`src/hw/rtl/tkst_ram.sv`:
```
module tkst_ram #(
    parameter int WIDTH = 65,
    parameter int DEPTH = 64
) (
    input  logic                     i_clk,
    input  logic                     i_wr_en,
    input  logic [$clog2(DEPTH)-1:0] i_wr_addr,
    input  logic [WIDTH-1:0]         i_wr_data,
    input  logic [$clog2(DEPTH)-1:0] i_rd_addr,
    output logic [WIDTH-1:0]         o_rd_data
);

    logic [WIDTH-1:0] r_mem [DEPTH];
    logic [WIDTH-1:0] r_rd_data;

    always_ff @(posedge i_clk) begin
        if (i_wr_en) begin
            r_mem[i_wr_addr] <= i_wr_data;
        end
        r_rd_data <= r_mem[i_rd_addr];
    end

    assign o_rd_data = r_rd_data;

endmodule

```
`config.mk`:
```
export PLATFORM = sky130hd
export DESIGN_NAME = tkst_ram
export DESIGN_NICKNAME = d
export VERILOG_FILES = /design/src/hw/rtl/tkst_ram.sv
export SDC_FILE = /design/constraint.sdc
export NUM_CORES = 2
export LEC_CHECK = 0
export BUFFER_PORTS_ARGS = -buffer_cell sky130_fd_sc_hd__buf_2
export CORE_MARGIN = 3
export CORE_UTILIZATION = 40
export DETAILED_ROUTE_END_ITERATION = 8
export MAX_ROUTING_LAYER = met4
export SKIP_LAST_GASP = 1
export SLEW_MARGIN = 20
export SYNTH_ARGS = -nofsm -noshare
export SYNTH_HDL_FRONTEND = slang
export SYNTH_MEMORY_MAX_BITS = 65536
export SYNTH_SLANG_ARGS = --single-unit
```
`constraint.sdc`:
```
create_clock -name i_clk -period 8.8 [get_ports i_clk]
set_input_delay 0.88 -clock i_clk [delete_from_list [all_inputs] [get_ports i_clk]]
set_output_delay 0.88 -clock i_clk [all_outputs]
set_load 0.02 [all_outputs]
```
==> reports/metrics.cfg <==
[clock_network]
post_cts_resize_count=0
cts_sinks=4225
clk_transition_reported_paths_ps=60
buffer_count_from_post_cts_setup_fixing=0
cts.root.buffer_cell=sky130_fd_sc_hd__clkbuf_16
cts_tree=built
max-clock-path-buffers=4
worstSkewPairLatency_ps=980
cts.hold.buffers_added=0
htree_num_levels=5
tritoncts.num_buffers=428

[drt]
vias_per_cell=6.15
initialDrtViolationCount=11500
postRouteWirelength_um=468000
detailedRoute.firstPassIterationCount=5
drcViolationCount=0
detailroute.via_count=77800
routed_wire_length_per_instance_um=37.0
drtAntennaViolNets=0

[finish]
layout-area-overhead-vs-synth_pct=13.9
design.final.nets=7091
instances_no_fill=12600
multiInputGateArea_um2=30800
filler_cell_count=31900
drive_gt1_frac=0.281
sequential_cell_area_um2=126000

[timing]
hold_violations=0
finalMaxSlewViolations=0
final.period_utilization=0.425
fmax_mhz=267
totalNegativeSetupSlack_ps=0
finalCriticalPeriod_ps=3740
rsz0062_at_grt=no
worst_slew_pin_slew_ps=1190
clock-skew-final_ps=61.9
worst_slack_ps=5060
report.final.setup_viol=0
slew-limit-headroom=0.205

[yosys]
netlist_area_um2=158000
synth.avg_cell_area_um2=24.0
synth.distinct_cells=27
syn-num-nets=6685
yosysSeqAreaShare=0.797
netlist_instances=6606
yosysWarnings=0
synth-seq-cells=4225

[critical_path]
crit_path_cell_trace=buf_2, nor2b_1, nand2_1, nor2_4, buf_4, buf_4
setup.reg_to_reg.worst_slack_ps=6870
end_kind=register
worstRegToRegCells=4
critPathLaunchType=primary input
regToRegEndpoint=o_rd_data[4]$_DFF_P_
timing.critical_path.fanout_max=30
cp_data_required_time_ps=9360
path_class=in -> reg
r2r_start=r_mem[51][4]$_DFFE_PP_
critical_path_arrival_ps=4300
cpLargestDelayFamily=simple AND/OR/NAND/NOR gates
critPathBufInv=3
cpMostUsedCell=sky130_fd_sc_hd__buf_4
cpPeakStageDelay_ps=1000
crit_path_top_delay_cell=sky130_fd_sc_hd__nor2_4

[power]
leakage_nw=55.5
power_per_cell_area_nw_per_um2=233
power.ir.vdd_worst_v=0.000180
power.total_w=0.0420

[grt]
grt.total_usage=0.235
grt_start_max_net_pins=113
wire_length_of_the_first_global_routing_pass_um=643000
grt_antenna_before_repair=42
globalRoute.totalOverflow=0
via_count_of_the_first_global_routing_pass=77400

[place]
placed_cells_incl_taps=11800
detailedPlacementHpwl_um=242000
port_buffers=143
place_ws_ps=4170
placer_congestion=0.788

[floorplanning]
die_area_um2=403000
die_x_um=635
row_cnt=230
io_pins=144
die-height_um=635
initial_core_util=0.402
core_region_area_um2=393000

[run]
drv.max_cap_violation_count=0

[worst_hold_path]
hold_path.class=in -> reg
hold_depth=1
min-delay-start=i_wr_data[46]
hold_path_end=r_mem[11][46]$_DFFE_PP_

[outcome]
status=finished, final reports clean

-- registers in the layout, indices dropped and copies added (netlist names) --
name,cells
o_rd_data,65
r_mem,4160
-- how the worst max path moves through the flow --
stage	startpoint	to	slack (ps)	cells past startpoint
after floorplan	i_wr_addr[3]	r_mem[48][0]$_DFFE_PP_	2410	4
after global placement	i_wr_en	r_mem[14][52]$_DFFE_PP_	4060	5
after detailed placement	i_wr_en	r_mem[20][2]$_DFFE_PP_	4170	6
after CTS	i_wr_en	r_mem[20][17]$_DFFE_PP_	5200	6
after global routing	i_wr_addr[4]	r_mem[20][7]$_DFFE_PP_	5110	6
final	i_wr_en	r_mem[20][1]$_DFFE_PP_	5060	6
-- where the power goes --
part           switching, W  internal, W  leakage (nW)
Sequential         0.000110       0.0223          38.0
Combinational       0.00127     0.000679          10.9
Clock               0.00766       0.0100          6.65
-- cell type report --
type / instances / share of cell area
repair buffers: 353 / 0.0175
flip-flops and latches: 4225 / 0.700
multi-input cells: 2004 / 0.171
well taps: 5220 / 0.0362
diodes: 45 / 0.000624
clock inverters: 250 / 0.0118
clock buffers: 550 / 0.0635
-- worst reg2reg max path: stages, from the launching register on --
cell and delay, ps:
sky130_fd_sc_hd__edfxtp_1 360, sky130_fd_sc_hd__mux4_2 470, sky130_fd_sc_hd__a22oi_1 380, sky130_fd_sc_hd__nand3_1 270, sky130_fd_sc_hd__o211a_1 270
-- placed cells by master (no fill, tap or decap), types with 4 or more instances in the layout --
master,netlist,final
sky130_fd_sc_hd__buf_16,0,12
sky130_fd_sc_hd__clkbuf_16,0,434
sky130_fd_sc_hd__nand2_1,8,6
sky130_fd_sc_hd__nand2b_1,9,5
sky130_fd_sc_hd__a22oi_1,260,260
sky130_fd_sc_hd__nor2_4,0,64
sky130_fd_sc_hd__dfxtp_1,65,65
sky130_fd_sc_hd__clkbuf_8,0,16
sky130_fd_sc_hd__clkinv_16,0,5
sky130_fd_sc_hd__o22ai_1,130,130
sky130_fd_sc_hd__mux4_2,1040,1040
sky130_fd_sc_hd__mux2i_1,103,103
sky130_fd_sc_hd__a211oi_1,65,65
sky130_fd_sc_hd__clkinv_2,0,78
sky130_fd_sc_hd__nor2_1,112,48
sky130_fd_sc_hd__clkinv_1,0,109
sky130_fd_sc_hd__clkinv_8,0,5
sky130_fd_sc_hd__clkbuf_1,120,100
sky130_fd_sc_hd__nand2b_2,0,4
sky130_fd_sc_hd__nor2b_4,0,5
sky130_fd_sc_hd__o211a_1,65,65
sky130_fd_sc_hd__buf_2,186,119
sky130_fd_sc_hd__nor2b_1,9,4
sky130_fd_sc_hd__bufinv_16,0,27
sky130_fd_sc_hd__edfxtp_1,4160,4160
sky130_fd_sc_hd__nand3b_1,25,25
sky130_fd_sc_hd__or3b_2,4,4
sky130_fd_sc_hd__inv_6,0,9
sky130_fd_sc_hd__inv_16,0,6
sky130_fd_sc_hd__nand3_1,115,114
sky130_fd_sc_hd__buf_12,0,44
sky130_fd_sc_hd__clkinvlp_4,0,8
sky130_fd_sc_hd__diode_2,0,45
sky130_fd_sc_hd__o221ai_1,46,46
sky130_fd_sc_hd__buf_4,37,176
-- through the flow --
stage	area (µm²)	hold WS, ps	utilization
2_1_floorplan	158000	780	-
3_3_place_gp	166000	817	0.422
3_5_place_dp	167000	814	0.423
4_1_cts	180000	542	0.458
5_1_grt	180000	281	0.458
6_report	180000	328	0.459
-- cells in the mapped netlist --
cell                       count  share of area
sky130_fd_sc_hd__nand4_1       2       0.000079
sky130_fd_sc_hd__clkbuf_1    120         0.0028
sky130_fd_sc_hd__nand3_1     115         0.0036
sky130_fd_sc_hd__or3_1         3        0.00012
sky130_fd_sc_hd__o22ai_1     130         0.0051
sky130_fd_sc_hd__mux4_2     1040           0.15
sky130_fd_sc_hd__nand2_1       8        0.00019
sky130_fd_sc_hd__nor3_1        2       0.000063
sky130_fd_sc_hd__o221ai_1     46         0.0025
sky130_fd_sc_hd__nor2_1      112         0.0027
sky130_fd_sc_hd__a22oi_1     260          0.012
sky130_fd_sc_hd__and2_1        3        0.00012
sky130_fd_sc_hd__buf_4        37         0.0018
sky130_fd_sc_hd__nor2b_1       9        0.00036
sky130_fd_sc_hd__edfxtp_1   4160           0.79
sky130_fd_sc_hd__nand4b_1      1       0.000055
sky130_fd_sc_hd__o211a_1      65         0.0041
sky130_fd_sc_hd__buf_2       186         0.0059
sky130_fd_sc_hd__buf_1        18        0.00043
sky130_fd_sc_hd__buf_6        16         0.0011
sky130_fd_sc_hd__or2_2         2       0.000079
sky130_fd_sc_hd__nand3b_1     25         0.0012
sky130_fd_sc_hd__or3b_2        4        0.00022
sky130_fd_sc_hd__nand2b_1      9        0.00036
sky130_fd_sc_hd__dfxtp_1      65         0.0082
sky130_fd_sc_hd__a211oi_1     65         0.0031
sky130_fd_sc_hd__mux2i_1     103         0.0065
-- per-layer routing --
metal,GRT usage,up-vias,wire length (µm)
met5,-,-,0
met4,0.0771,0,16500
met3,0.0422,757,41000
met2,0.374,4287,231000
met1,0.308,43100,180000
li1,-,29600,-
-- logic make-up after synthesis --
kind of cell,Yosys count,share of synthesized area
and+or+nand+nor,295,0.00911
muxes,1143,0.154
buffers and inverters,377,0.0120
DFF,4225,0.797
AOI/OAI and AO/OA,566,0.0272
(Power assumes the default switching activity.)
